### src/rtl/sct_pkg.sv
// shared types, mode and kind codes, and character constants of the shell command tokenizer
package sct_pkg;

    // lexer modes
    localparam logic [2:0] MODE_IDLE      = 3'd0;
    localparam logic [2:0] MODE_WORD      = 3'd1;
    localparam logic [2:0] MODE_WORD_ESC  = 3'd2;
    localparam logic [2:0] MODE_QUOTE     = 3'd3;
    localparam logic [2:0] MODE_QUOTE_ESC = 3'd4;
    localparam logic [2:0] MODE_PEND_PIPE = 3'd5;
    localparam logic [2:0] MODE_PEND_AMP  = 3'd6;

    // result kinds
    localparam logic [2:0] K_CHAR   = 3'd0;
    localparam logic [2:0] K_STREND = 3'd1;
    localparam logic [2:0] K_PIPE   = 3'd2;
    localparam logic [2:0] K_OR     = 3'd3;
    localparam logic [2:0] K_AND    = 3'd4;
    localparam logic [2:0] K_BG     = 3'd5;
    localparam logic [2:0] K_EOL    = 3'd6;
    localparam logic [2:0] K_SEMI   = 3'd7;

    // character codes
    localparam logic [7:0] CH_PIPE   = 8'h7C;
    localparam logic [7:0] CH_AMP    = 8'h26;
    localparam logic [7:0] CH_NL     = 8'h0A;
    localparam logic [7:0] CH_SEMI   = 8'h3B;
    localparam logic [7:0] CH_BSLASH = 8'h5C;
    localparam logic [7:0] CH_EQ     = 8'h3D;
    localparam logic [7:0] CH_SLASH  = 8'h2F;
    localparam logic [7:0] CH_DOT    = 8'h2E;
    localparam logic [7:0] CH_SQUOTE = 8'h27;
    localparam logic [7:0] CH_DQUOTE = 8'h22;

    // result queue geometry
    localparam int FIFO_DEPTH = 4;
    localparam int PTR_W      = 2;
    localparam int CNT_W      = 3;

    typedef struct packed {
        logic [2:0] kind;
        logic [7:0] char_value;
        logic [8:0] token_length;
        logic       overflow;
        logic       last;
    } result_t;

    // up to two result words caused by one character
    typedef struct packed {
        logic [1:0] count;
        result_t    word0;
        result_t    word1;
    } lex_out_t;

    function automatic logic is_word_char(input logic [7:0] c);
        logic lower;
        logic upper;
        logic digit;
        lower = (c >= 8'h61) && (c <= 8'h7A);
        upper = (c >= 8'h41) && (c <= 8'h5A);
        digit = (c >= 8'h30) && (c <= 8'h39);
        return lower || upper || digit || (c == CH_SLASH) || (c == CH_DOT) || (c == CH_EQ);
    endfunction

endpackage

### src/rtl/sct_lexer.sv
// lexer state and next-state logic: one character in, up to two result words out
module sct_lexer
    import sct_pkg::*;
#(
    parameter int TOKEN_CAPACITY = 256
)
(
    input  logic       clk,
    input  logic       rst_n,
    input  logic       step,
    input  logic [7:0] char_in,
    output lex_out_t   lex_out
);

    localparam int LW = $clog2(TOKEN_CAPACITY + 1);
    localparam logic [LW-1:0] CAP_L = LW'(TOKEN_CAPACITY);

    logic [2:0]    mode_reg;
    logic [2:0]    mode_next;
    logic          qsingle_reg;
    logic          qsingle_next;
    logic [LW-1:0] len_reg;
    logic [LW-1:0] len_next;
    logic          ovf_reg;
    logic          ovf_next;

    // handling of a character with no token open
    logic [2:0]    idle_mode;
    logic          idle_q;
    logic [LW-1:0] idle_len;
    logic          idle_ovf;
    logic          idle_has;
    result_t       idle_word;

    logic          can_push;
    logic [LW-1:0] push_len;
    result_t       char_word;
    result_t       strend_word;
    logic [7:0]    close_quote;

    logic          lead_has;
    result_t       lead;
    logic          tail_has;
    result_t       tail;
    logic [1:0]    count;

    assign can_push    = len_reg < CAP_L;
    assign push_len    = len_reg + LW'(1);
    assign char_word   = '{kind: K_CHAR, char_value: char_in, token_length: 9'd0,
                           overflow: 1'b0, last: 1'b0};
    assign strend_word = '{kind: K_STREND, char_value: 8'd0, token_length: 9'(len_reg),
                           overflow: ovf_reg, last: 1'b0};
    assign close_quote = qsingle_reg ? CH_SQUOTE : CH_DQUOTE;

    // character outside any token
    always_comb
    begin
        idle_mode = MODE_IDLE;
        idle_q    = qsingle_reg;
        idle_len  = len_reg;
        idle_ovf  = ovf_reg;
        idle_has  = 1'b0;
        idle_word = char_word;
        if (char_in == CH_PIPE)
        begin
            idle_mode = MODE_PEND_PIPE;
        end
        else if (char_in == CH_AMP)
        begin
            idle_mode = MODE_PEND_AMP;
        end
        else if (char_in == CH_NL)
        begin
            idle_has       = 1'b1;
            idle_word      = '0;
            idle_word.kind = K_EOL;
        end
        else if (char_in == CH_SEMI)
        begin
            idle_has       = 1'b1;
            idle_word      = '0;
            idle_word.kind = K_SEMI;
        end
        else if (is_word_char(char_in))
        begin
            // a fresh token always has room for its first character
            idle_mode = MODE_WORD;
            idle_len  = LW'(1);
            idle_ovf  = 1'b0;
            idle_has  = 1'b1;
        end
        else if (char_in == CH_BSLASH)
        begin
            idle_mode = MODE_WORD_ESC;
            idle_len  = '0;
            idle_ovf  = 1'b0;
        end
        else if ((char_in == CH_DQUOTE) || (char_in == CH_SQUOTE))
        begin
            idle_mode = MODE_QUOTE;
            idle_q    = (char_in == CH_SQUOTE);
            idle_len  = '0;
            idle_ovf  = 1'b0;
        end
    end

    // mode decoder
    always_comb
    begin
        mode_next    = mode_reg;
        qsingle_next = qsingle_reg;
        len_next     = len_reg;
        ovf_next     = ovf_reg;
        lead_has     = 1'b0;
        lead         = strend_word;
        tail_has     = 1'b0;
        tail         = char_word;
        unique case (mode_reg)
            MODE_WORD:
            begin
                if (is_word_char(char_in))
                begin
                    if (can_push)
                    begin
                        tail_has = 1'b1;
                        len_next = push_len;
                    end
                    else
                    begin
                        ovf_next = 1'b1;
                    end
                end
                else if (char_in == CH_BSLASH)
                begin
                    mode_next = MODE_WORD_ESC;
                end
                else
                begin
                    // word ends, then the character starts over
                    lead_has     = 1'b1;
                    mode_next    = idle_mode;
                    qsingle_next = idle_q;
                    len_next     = idle_len;
                    ovf_next     = idle_ovf;
                    tail_has     = idle_has;
                    tail         = idle_word;
                end
            end
            MODE_WORD_ESC, MODE_QUOTE_ESC:
            begin
                mode_next = (mode_reg == MODE_WORD_ESC) ? MODE_WORD : MODE_QUOTE;
                if (can_push)
                begin
                    tail_has = 1'b1;
                    len_next = push_len;
                end
                else
                begin
                    ovf_next = 1'b1;
                end
            end
            MODE_QUOTE:
            begin
                if (char_in == CH_BSLASH)
                begin
                    mode_next = MODE_QUOTE_ESC;
                end
                else if (char_in == close_quote)
                begin
                    mode_next = MODE_IDLE;
                    tail_has  = 1'b1;
                    tail      = strend_word;
                end
                else if (can_push)
                begin
                    tail_has = 1'b1;
                    len_next = push_len;
                end
                else
                begin
                    ovf_next = 1'b1;
                end
            end
            MODE_PEND_PIPE, MODE_PEND_AMP:
            begin
                if (((mode_reg == MODE_PEND_PIPE) && (char_in == CH_PIPE)) ||
                    ((mode_reg == MODE_PEND_AMP) && (char_in == CH_AMP)))
                begin
                    mode_next = MODE_IDLE;
                    tail_has  = 1'b1;
                    tail      = '0;
                    tail.kind = (mode_reg == MODE_PEND_PIPE) ? K_OR : K_AND;
                end
                else
                begin
                    lead_has     = 1'b1;
                    lead         = '0;
                    lead.kind    = (mode_reg == MODE_PEND_PIPE) ? K_PIPE : K_BG;
                    mode_next    = idle_mode;
                    qsingle_next = idle_q;
                    len_next     = idle_len;
                    ovf_next     = idle_ovf;
                    tail_has     = idle_has;
                    tail         = idle_word;
                end
            end
            default:
            begin
                mode_next    = idle_mode;
                qsingle_next = idle_q;
                len_next     = idle_len;
                ovf_next     = idle_ovf;
                tail_has     = idle_has;
                tail         = idle_word;
            end
        endcase
    end

    // pack the result words, last flag on the final one
    assign count = {1'b0, lead_has} + {1'b0, tail_has};
    always_comb
    begin
        lex_out.count      = count;
        lex_out.word0      = lead_has ? lead : tail;
        lex_out.word0.last = (count == 2'd1);
        lex_out.word1      = tail;
        lex_out.word1.last = 1'b1;
    end

    // lexer state
    always_ff @(posedge clk or negedge rst_n)
    begin
        if (!rst_n)
        begin
            mode_reg    <= MODE_IDLE;
            qsingle_reg <= 1'b0;
            len_reg     <= '0;
            ovf_reg     <= 1'b0;
        end
        else if (step)
        begin
            mode_reg    <= mode_next;
            qsingle_reg <= qsingle_next;
            len_reg     <= len_next;
            ovf_reg     <= ovf_next;
        end
    end

endmodule

### src/rtl/sct_res_fifo.sv
// result queue: takes up to two words per cycle, hands out one word per cycle while head_ready is high
module sct_res_fifo
    import sct_pkg::*;
(
    input  logic     clk,
    input  logic     rst_n,
    input  logic     push,
    input  lex_out_t push_data,
    output logic     room,
    output logic     head_valid,
    input  logic     head_ready,
    output result_t  head
);

    result_t          mem_reg [FIFO_DEPTH];
    logic [PTR_W-1:0] wr_ptr_reg;
    logic [PTR_W-1:0] wr_ptr_next;
    logic [PTR_W-1:0] rd_ptr_reg;
    logic [PTR_W-1:0] rd_ptr_next;
    logic [CNT_W-1:0] cnt_reg;
    logic [CNT_W-1:0] cnt_next;
    logic [1:0]       push_cnt;
    logic             pop;

    assign push_cnt   = push ? push_data.count : 2'd0;
    assign head_valid = (cnt_reg != '0);
    assign head       = mem_reg[rd_ptr_reg];
    assign pop        = head_valid && head_ready;
    assign room       = (cnt_reg <= CNT_W'(FIFO_DEPTH - 2));

    assign wr_ptr_next = wr_ptr_reg + PTR_W'(push_cnt);
    assign rd_ptr_next = rd_ptr_reg + PTR_W'(pop);
    assign cnt_next    = cnt_reg + CNT_W'(push_cnt) - CNT_W'(pop);

    // pointers and fill count
    always_ff @(posedge clk or negedge rst_n)
    begin
        if (!rst_n)
        begin
            wr_ptr_reg <= '0;
            rd_ptr_reg <= '0;
            cnt_reg    <= '0;
        end
        else
        begin
            wr_ptr_reg <= wr_ptr_next;
            rd_ptr_reg <= rd_ptr_next;
            cnt_reg    <= cnt_next;
        end
    end

    // word storage
    always_ff @(posedge clk)
    begin
        if (push_cnt != 2'd0)
        begin
            mem_reg[wr_ptr_reg] <= push_data.word0;
        end
        if (push_cnt == 2'd2)
        begin
            mem_reg[wr_ptr_reg + PTR_W'(1)] <= push_data.word1;
        end
    end

endmodule

### src/rtl/shell_command_tokenizer.sv
// top level of the shell command tokenizer: input register, lexer, result queue
//
// Takes one command-line character per word on the input channel and hands out shell
// tokens as result words: token characters, string ends with length and overflow, and
// the operators pipe, or, background, and, end of line and semicolon. A character is
// accepted in every cycle while the four-word result queue has room for two words;
// the first result word is offered on the output once the character has passed the
// input register and has been written into the result queue. Each result word is handed
// out on its own on the output port, and a character that causes none (outside a token:
// blanks, the first | or &, a backslash, an opening quote) adds nothing to the output.
// The queue drain of one word per cycle while out_ready is high sets the sustained
// rate. Word and quoted-string lengths count up to TOKEN_CAPACITY; further characters
// are dropped and flagged on the string end.
module shell_command_tokenizer
    import sct_pkg::*;
#(
    parameter int TOKEN_CAPACITY = 256
)
(
    input  logic       clk,
    input  logic       rst_n,
    input  logic       in_valid,
    output logic       in_ready,
    input  logic [7:0] char_in,
    output logic       out_valid,
    input  logic       out_ready,
    output logic [2:0] kind,
    output logic [7:0] char_value,
    output logic [8:0] token_length,
    output logic       overflow,
    output logic       last
);

    logic       in_valid_reg;
    logic [7:0] char_reg;
    logic       room;
    logic       step;
    lex_out_t   lex_out;
    result_t    head;

    assign step     = in_valid_reg && room;
    assign in_ready = !in_valid_reg || step;

    // input register control
    always_ff @(posedge clk or negedge rst_n)
    begin
        if (!rst_n)
        begin
            in_valid_reg <= 1'b0;
        end
        else if (in_ready)
        begin
            in_valid_reg <= in_valid;
        end
    end

    // input character
    always_ff @(posedge clk)
    begin
        if (in_valid && in_ready)
        begin
            char_reg <= char_in;
        end
    end

    sct_lexer #(
        .TOKEN_CAPACITY (TOKEN_CAPACITY)
    ) u_lexer (
        .clk     (clk),
        .rst_n   (rst_n),
        .step    (step),
        .char_in (char_reg),
        .lex_out (lex_out)
    );

    sct_res_fifo u_fifo (
        .clk        (clk),
        .rst_n      (rst_n),
        .push       (step),
        .push_data  (lex_out),
        .room       (room),
        .head_valid (out_valid),
        .head_ready (out_ready),
        .head       (head)
    );

    // result word fields
    assign kind         = head.kind;
    assign char_value   = head.char_value;
    assign token_length = head.token_length;
    assign overflow     = head.overflow;
    assign last         = head.last;

endmodule

### config.mk
export PLATFORM = sky130hd
export DESIGN_NAME = shell_command_tokenizer
export DESIGN_NICKNAME = d
export VERILOG_FILES = /design/src/rtl/sct_pkg.sv /design/src/rtl/sct_lexer.sv /design/src/rtl/sct_res_fifo.sv /design/src/rtl/shell_command_tokenizer.sv
export SDC_FILE = /design/constraint.sdc
export NUM_CORES = 1
export LEC_CHECK = 0
export BUFFER_PORTS_ARGS = -buffer_cell sky130_fd_sc_hd__buf_2
export CAP_MARGIN = 10
export CORE_MARGIN = 2
export CORE_UTILIZATION = 60
export CTS_BUF_LIST = sky130_fd_sc_hd__clkbuf_2 sky130_fd_sc_hd__clkbuf_4 sky130_fd_sc_hd__clkbuf_8
export DETAILED_ROUTE_END_ITERATION = 7
export PLACE_DENSITY = 0.79
export SETUP_SLACK_MARGIN = 0.4
export SLEW_MARGIN = 40
export SYNTH_ARGS = -nofsm -noshare
export SYNTH_HDL_FRONTEND = slang
export SYNTH_SLANG_ARGS = --single-unit
### constraint.sdc
create_clock -name clk -period 7.7 [get_ports clk]
set_input_delay 1.54 -clock clk [delete_from_list [all_inputs] [get_ports clk]]
set_output_delay 1.54 -clock clk [all_outputs]
set_load 0.005 [all_outputs]
==> run metrics, run 1 <==
Clock Skew=9.989 ps; Critical Path, Cell by Cell=or4_1, o21ai_1, o32a_2, nor2_1, o32ai_1, o221ai_1, ha_1, o21ai_0, nor2_1, nand3_1, a21oi_2, and2_1; total track usage=0.2741; reg-to-reg setup timing slack=3460 ps; CTS tree=built; synth warn=0; Static Leak=2.463 nW; vias in the first global route=4463; Mapped Area=6269 um2; Clock Sinks=118; final cell utilization of the core=0.6801; CP most frequent cell=nor2_1; Resize count post-CTS=0; Synthesized Nets=550; Crit. End Element=register; CTS buffer count=17; synthesis-to-finish area growth=11.00%; Seq/Total Area, Yosys=0.5413; largest net degree at the start of global routing=24; Final setup viols=0; Async S/R FF share, synth=0.1864; hold-critical path endpoint=u_fifo.cnt_reg[2]$_DFF_PN0_; max incr delay on CP=610 ps; Max Cap Viol=0; CTS max path bufs=2; TritonRoute pass-1 iters=5; start of the worst register-to-register path=char_reg[2]$_DFFE_PP_; Worst path top cell family by delay=compound AO/OA/AOI/OAI gates; Nets=585; Critical Path Fanout Max=16; #FFs+latches synth=118; Post-CTS Setup Bufs=0; Root Buffer Master=clkbuf_8; number of port buffers=35; post-route ant nets=0; worst hold path depth=1; PD cells=360.9 nW/um2; reg-to-reg endpoint=u_fifo.mem_reg[1][1]$_DFFE_PP_; CTS clk-pin slew, worst paths=80 ps; Top Ports=36; DR vias/cell=6.390; width of the chip=106.2 um; top achievable clock speed=235.7 MHz; Placed Area=6541 um2; Max Slew Vio Count=0; Antenna Cells=0; relative slew slack=0.4650; Startpoint Class=register; CTS Hold Bufs=0; CP Class=register to register; cells on worst reg2reg path=12; DRC viols=0; WP data required=8000 ps; core area=10230 um2; first-pass GRT wire length=23.33 mm; layout cells sized above 1=0.2107; Hold Path Origin=u_fifo.cnt_reg[2]$_DFF_PN0_; worst min path class=register to register; routed wire length=14.24 mm; synth unique cells=73; worst vdd ir=0.2228 mV; synthesized area per cell=11.81 um2; Initial Util=0.6127; Crit path arrival time=4540 ps; Rows=37; max reg flops=88; Worst Tran Pin Value=794.1 ps; Synth Instances=531; GPL Wtd Cong=0.9120; Post-synth EDFFs=92; initial antenna violation count=0; die area=11280 um2; cell area after layout=6958 um2; Detail Placement HPWL=9.669 mm; Post-Route Setup TNS=0 ps; H-Tree Depth=4; RSZ-0062 raised after global routing=no; final period utilization=0.5511; outcome=finished clean; Vias=4569; crit path buf inv count=0; WL/cell=19.92 um; Most used DFF post-synth=edfxtp_1; minimum clock period=4243 ps; worst skew pair latency=430 ps; Die H=106.2 um; slowest CP cell=edfxtp_1; DR iter-0 viols=468; Final Hold Viols=0; grt ovf=0
## cells in the mapped netlist (6+ instances only)
master / count / area [um2]
a21oi_1: 22 / 110.1
ha_1: 6 / 75.07
nand3_1: 13 / 65.06
o21ai_0: 21 / 105.1
inv_1: 16 / 60.06
buf_2: 8 / 40.04
o22ai_1: 15 / 93.84
a21oi_2: 6 / 52.55
nor3_1: 9 / 45.04
nand2_1: 41 / 153.9
dfrtp_1: 22 / 550.5
nor2_1: 54 / 202.7
edfxtp_1: 92 / 2763
a31oi_1: 10 / 62.56
xnor2_1: 6 / 52.55
mux4_2: 22 / 495.5
clkbuf_1: 7 / 26.28
nor2b_1: 6 / 37.54
nand2b_1: 8 / 50.05
and2_1: 44 / 275.3
## layout make-up
cell class | count | area [um2]
flip-flops and latches | 118 | 3395
repair buffers | 37 | 190.2
inverters | 18 | 67.56
multi-input cells | 374 | 2726
well taps | 136 | 170.2
clock buffers | 17 | 234.0
fillers | 739 | 3273
clock inverters | 15 | 175.2
## through the flow
stage / hold WS [ps] / power [mW] / setup WS [ps] / std cells
floorplan: 459.4 / 1.632 / 4109 / 531
global placement: 488.9 / 1.883 / 3458 / 682
detailed placement: 511.5 / 1.912 / 3532 / 682
CTS: 522.7 / 2.502 / 3492 / 714
global route: 540.6 / 2.658 / 3050 / 715
finish: 513.3 / 2.511 / 3457 / 715
## worst max path at each step
stage / from / end / slack [ps] / cells past startpoint
after floorplan: char_reg[3]$_DFFE_PP_ / u_fifo.mem_reg[0][10]$_DFFE_PP_ / 4110 / 9
after global placement: char_reg[2]$_DFFE_PP_ / u_fifo.mem_reg[1][16]$_DFFE_PP_ / 3460 / 10
after detailed placement: char_reg[2]$_DFFE_PP_ / u_fifo.mem_reg[1][1]$_DFFE_PP_ / 3530 / 12
after CTS: char_reg[2]$_DFFE_PP_ / u_fifo.mem_reg[1][1]$_DFFE_PP_ / 3490 / 12
after global routing: char_reg[2]$_DFFE_PP_ / u_fifo.mem_reg[0][4]$_DFFE_PP_ / 3050 / 12
final: char_reg[2]$_DFFE_PP_ / u_fifo.mem_reg[1][1]$_DFFE_PP_ / 3460 / 12
## cell usage in the layout, fill, tap and decap left out, types with 5 or more instances in the layout
master     n
a21oi_2    6
nand2_1   37
mux4_2    22
buf_2     35
a31oi_1   10
and2_1    44
a21oi_1   22
nor2_1    54
nand2b_1   8
nand3_1   13
o21ai_0   21
xnor2_1    6
nand4_1    5
clkbuf_8  17
nor2b_1    6
nor3_1     9
o221ai_1   5
o22ai_1   15
inv_1     16
inv_6      5
edfxtp_1  92
o211ai_1   5
or3_1      5
ha_1       6
dfrtp_1   21
## worst reg2reg max path, cell delays in order, from the launching register on
cell      delay, ps
edfxtp_1        610
or4_1           590
o21ai_1         180
o32a_2          370
nor2_1          120
o32ai_1         270
o221ai_1        160
ha_1            470
o21ai_0         230
nor2_1          340
nand3_1         140
a21oi_2         420
and2_1          220
## routing by layer
| metal | routed length [um] | track usage |
|---|---|---|
| met1 | 5983 | 0.3642 |
| met2 | 7044 | 0.4473 |
| met3 | 928 | 0.05886 |
| met4 | 289 | 0.1015 |
| met5 | 0 | 0 |
## cell families after synthesis
group	count (synthesis)	share of synthesized area
AOI/OAI and AO/OA	118	0.1353
buffers and inverters	39	0.02675
and+or+nand+nor	216	0.1858
DFF	118	0.5413
adders and majority gates	7	0.01517
muxes	24	0.08303
xor gates and xnor gates	9	0.01258
## power breakdown
part | switching, mW | internal [mW]
Combinational | 0.551 | 0.396
Clock | 0.271 | 0.322
Sequential | 0.143 | 0.827
Total | 0.965 | 1.55
Note: power is estimated with default switching activity, not from simulation.
==> run 2: changes to the inputs <==
CORE_UTILIZATION = 57   (was 60)
PLACE_DENSITY = 0.78   (was 0.79)
clock period = 3.4 ns   (was 7.7 ns; I/O delays follow)
==> run metrics, run 2 (synthesized netlist as in run 1, its figures left out) <==
Max Cap Viol=0 (unchanged); GPL Wtd Cong=0.9852 (+8.0%); Nets=662 (+13%); routed wire length=21.62 mm (+52%); Initial Util=0.5808 (-0.03189); Antenna Cells=0 (unchanged); Rows=38 (+2.7%); Critical Path Fanout Max=7 (-9); first-pass GRT wire length=29.84 mm (+28%); Final setup viols=2 (+2); cells on worst reg2reg path=13 (+1); Clock Sinks=118 (unchanged); WP data required=3730 ps (-4270 ps); failing checks=setup timing; Top Ports=36 (unchanged); die area=11850 um2 (+5.1%); Critical Path, Cell by Cell=buf_6, and4b_1, a311oi_2, o32a_4, nor2_4, o32ai_2, o221ai_2, ha_4, nor2_4, nor3_2, a31oi_4, a21oi_4, and2_4; CTS buffer count=17 (unchanged); M2 GR Usage=0.5670 (+0.1196); M3 GR Usage=0.09145 (+0.03259); width of the chip=108.9 um (+2.5%); Vias=5560 (+22%); Multi-input gate area=3615 um2 (+33%); max incr delay on CP=460 ps (-150 ps); Max Slew Vio Count=0 (unchanged); Final Hold Viols=0 (unchanged); DR iter-0 viols=807 (+72%); final period utilization=1.003 (+0.4520); number of port buffers=35 (unchanged); start of the worst register-to-register path=char_reg[2]$_DFFE_PP_; worst skew pair latency=470 ps (+40 ps); top achievable clock speed=293.2 MHz (+24%); Worst Tran Pin Value=855.5 ps (+61.35 ps); worst min path class=primary input to asynchronous set/reset pin; total track usage=0.3477 (+0.07359); crit path buf inv count=1 (+1); Hold Slack=193.7 ps (-319.6 ps); CP Class=register to register; grt ovf=0 (unchanged); largest net degree at the start of global routing=23 (-4.2%); Die H=108.9 um (+2.5%); CTS clk-pin slew, worst paths=80 ps (about the same); DR vias/cell=6.985 (+9.3%); Crit path arrival time=3740 ps (-800 ps); outcome=finished with violations; Root Buffer Master=clkbuf_8; CTS max path bufs=2 (unchanged); synthesis-to-finish area growth=35.15%; Clock Skew=22.99 ps (+13.00 ps); initial antenna violation count=0 (unchanged); final cell utilization of the core=0.7850 (+0.1049); Post-Route Setup TNS=-14.05 ps (-14.05 ps); layout cells sized above 1=0.4268 (+0.2161); most frequent cells in the layout=edfxtp_1 (92), buf_4 (47), nor2_1 (38); relative slew slack=0.4237 (-0.04133); CP most frequent cell=nor2_4; DRC viols=0 (unchanged); Detail Placement HPWL=11.03 mm (+14%); register area=3393 um2 (about the same); CTS tree=built; core area=10790 um2 (+5.5%); # fillers=565 (-24%); RSZ-0062 raised after global routing=yes; worst vdd ir=0.5143 mV (+130%); Worst path top cell family by delay=compound AO/OA/AOI/OAI gates; Crit. End Element=register; TritonRoute pass-1 iters=6 (+1); slowest CP cell=edfxtp_1; gr busiest metal=met2; reg-to-reg endpoint=u_fifo.mem_reg[2][2]$_DFFE_PP_; Layout Cells excl Fill=796 (+11%); WL/cell=27.16 um (+36%); met1 global-route usage=0.4299 (+0.06573); max reg flops=88 (unchanged); commonest non-fill, non-tap cell in the layout=edfxtp_1; Static Leak=3.089 nW (+25%); Placed Instances=721 (+5.7%); H-Tree Depth=4 (unchanged); post-route setup slack=-10.53 ps (-3467 ps); PD cells=834.4 nW/um2 (+130%); reg-to-reg setup timing slack=-10 ps (-3470 ps); post-route ant nets=0 (unchanged); vias in the first global route=5288 (+18%); Startpoint Class=register; minimum clock period=3411 ps (-832.8 ps)
==> run 2: report_power, final <==
group	leakage [nW]	internal [mW]	switching [mW]
Clock	0.218	0.819	0.684
Combinational	1.71	1.42	2.03
Sequential	1.16	1.87	0.246
==> run 2: layout make-up <==
type | instances | share of cell area
sequential | 118 | 0.4005
inverter | 18 | 0.007975
tap | 140 | 0.02068
clock buffer | 17 | 0.02762
multi-input combinational | 390 | 0.4267
timing repair buffer | 98 | 0.09083
clock inverter | 15 | 0.02570
==> run 2: how the worst max path moves through the flow <==
stage,start,endpoint,depth (start not counted)
floorplan,char_reg[1]$_DFFE_PP_,u_fifo.cnt_reg[2]$_DFF_PN0_,14
global placement,char_reg[3]$_DFFE_PP_,u_fifo.mem_reg[3][2]$_DFFE_PP_,12
detailed placement,char_reg[3]$_DFFE_PP_,u_fifo.mem_reg[3][5]$_DFFE_PP_,12
CTS,char_reg[2]$_DFFE_PP_,u_fifo.mem_reg[2][6]$_DFFE_PP_,11
global route,char_reg[4]$_DFFE_PP_,u_fifo.mem_reg[2][2]$_DFFE_PP_,13
finish,char_reg[2]$_DFFE_PP_,u_fifo.mem_reg[2][2]$_DFFE_PP_,13
==> run 2: stage by stage <==
step           setup WS, ps  cell area [um2]  total power [mW]
3_3_place_gp          63.82             7012             4.672
4_1_cts               203.4             8056             6.604
6_report             -10.53             8472             7.069
3_5_place_dp         -32.01             7012             4.779
2_1_floorplan         346.7             6470             3.897
5_1_grt              -112.3             8472             7.339
==> run 2: metal layers <==
metal | wire [um] | vias to the layer above
met5 | 0 | -
met4 | 1305 | 0
met3 | 2370 | 127
met2 | 10450 | 456
met1 | 7495 | 2692
li1 | - | 2285
==> run 2: what timing repair did <==
item,4_1_cts,5_1_grt
setup buffers,17,10
endpoints found under the setup margin,170,172
cloned,10,6
resized for setup,66,49
hold buffers,0,0
hold endpoints to repair,0,0
pin swaps,28,16
==> run 2: worst register-to-register path, stage by stage, from the launching register on <==
cell and delay [ps]:
edfxtp_1 460, buf_6 150, and4b_1 220, a311oi_2 330
o32a_4 260, nor2_4 40, o32ai_2 220, o221ai_2 150
ha_4 370, nor2_4 80, nor3_2 310, a31oi_4 230
a21oi_4 270, and2_4 200
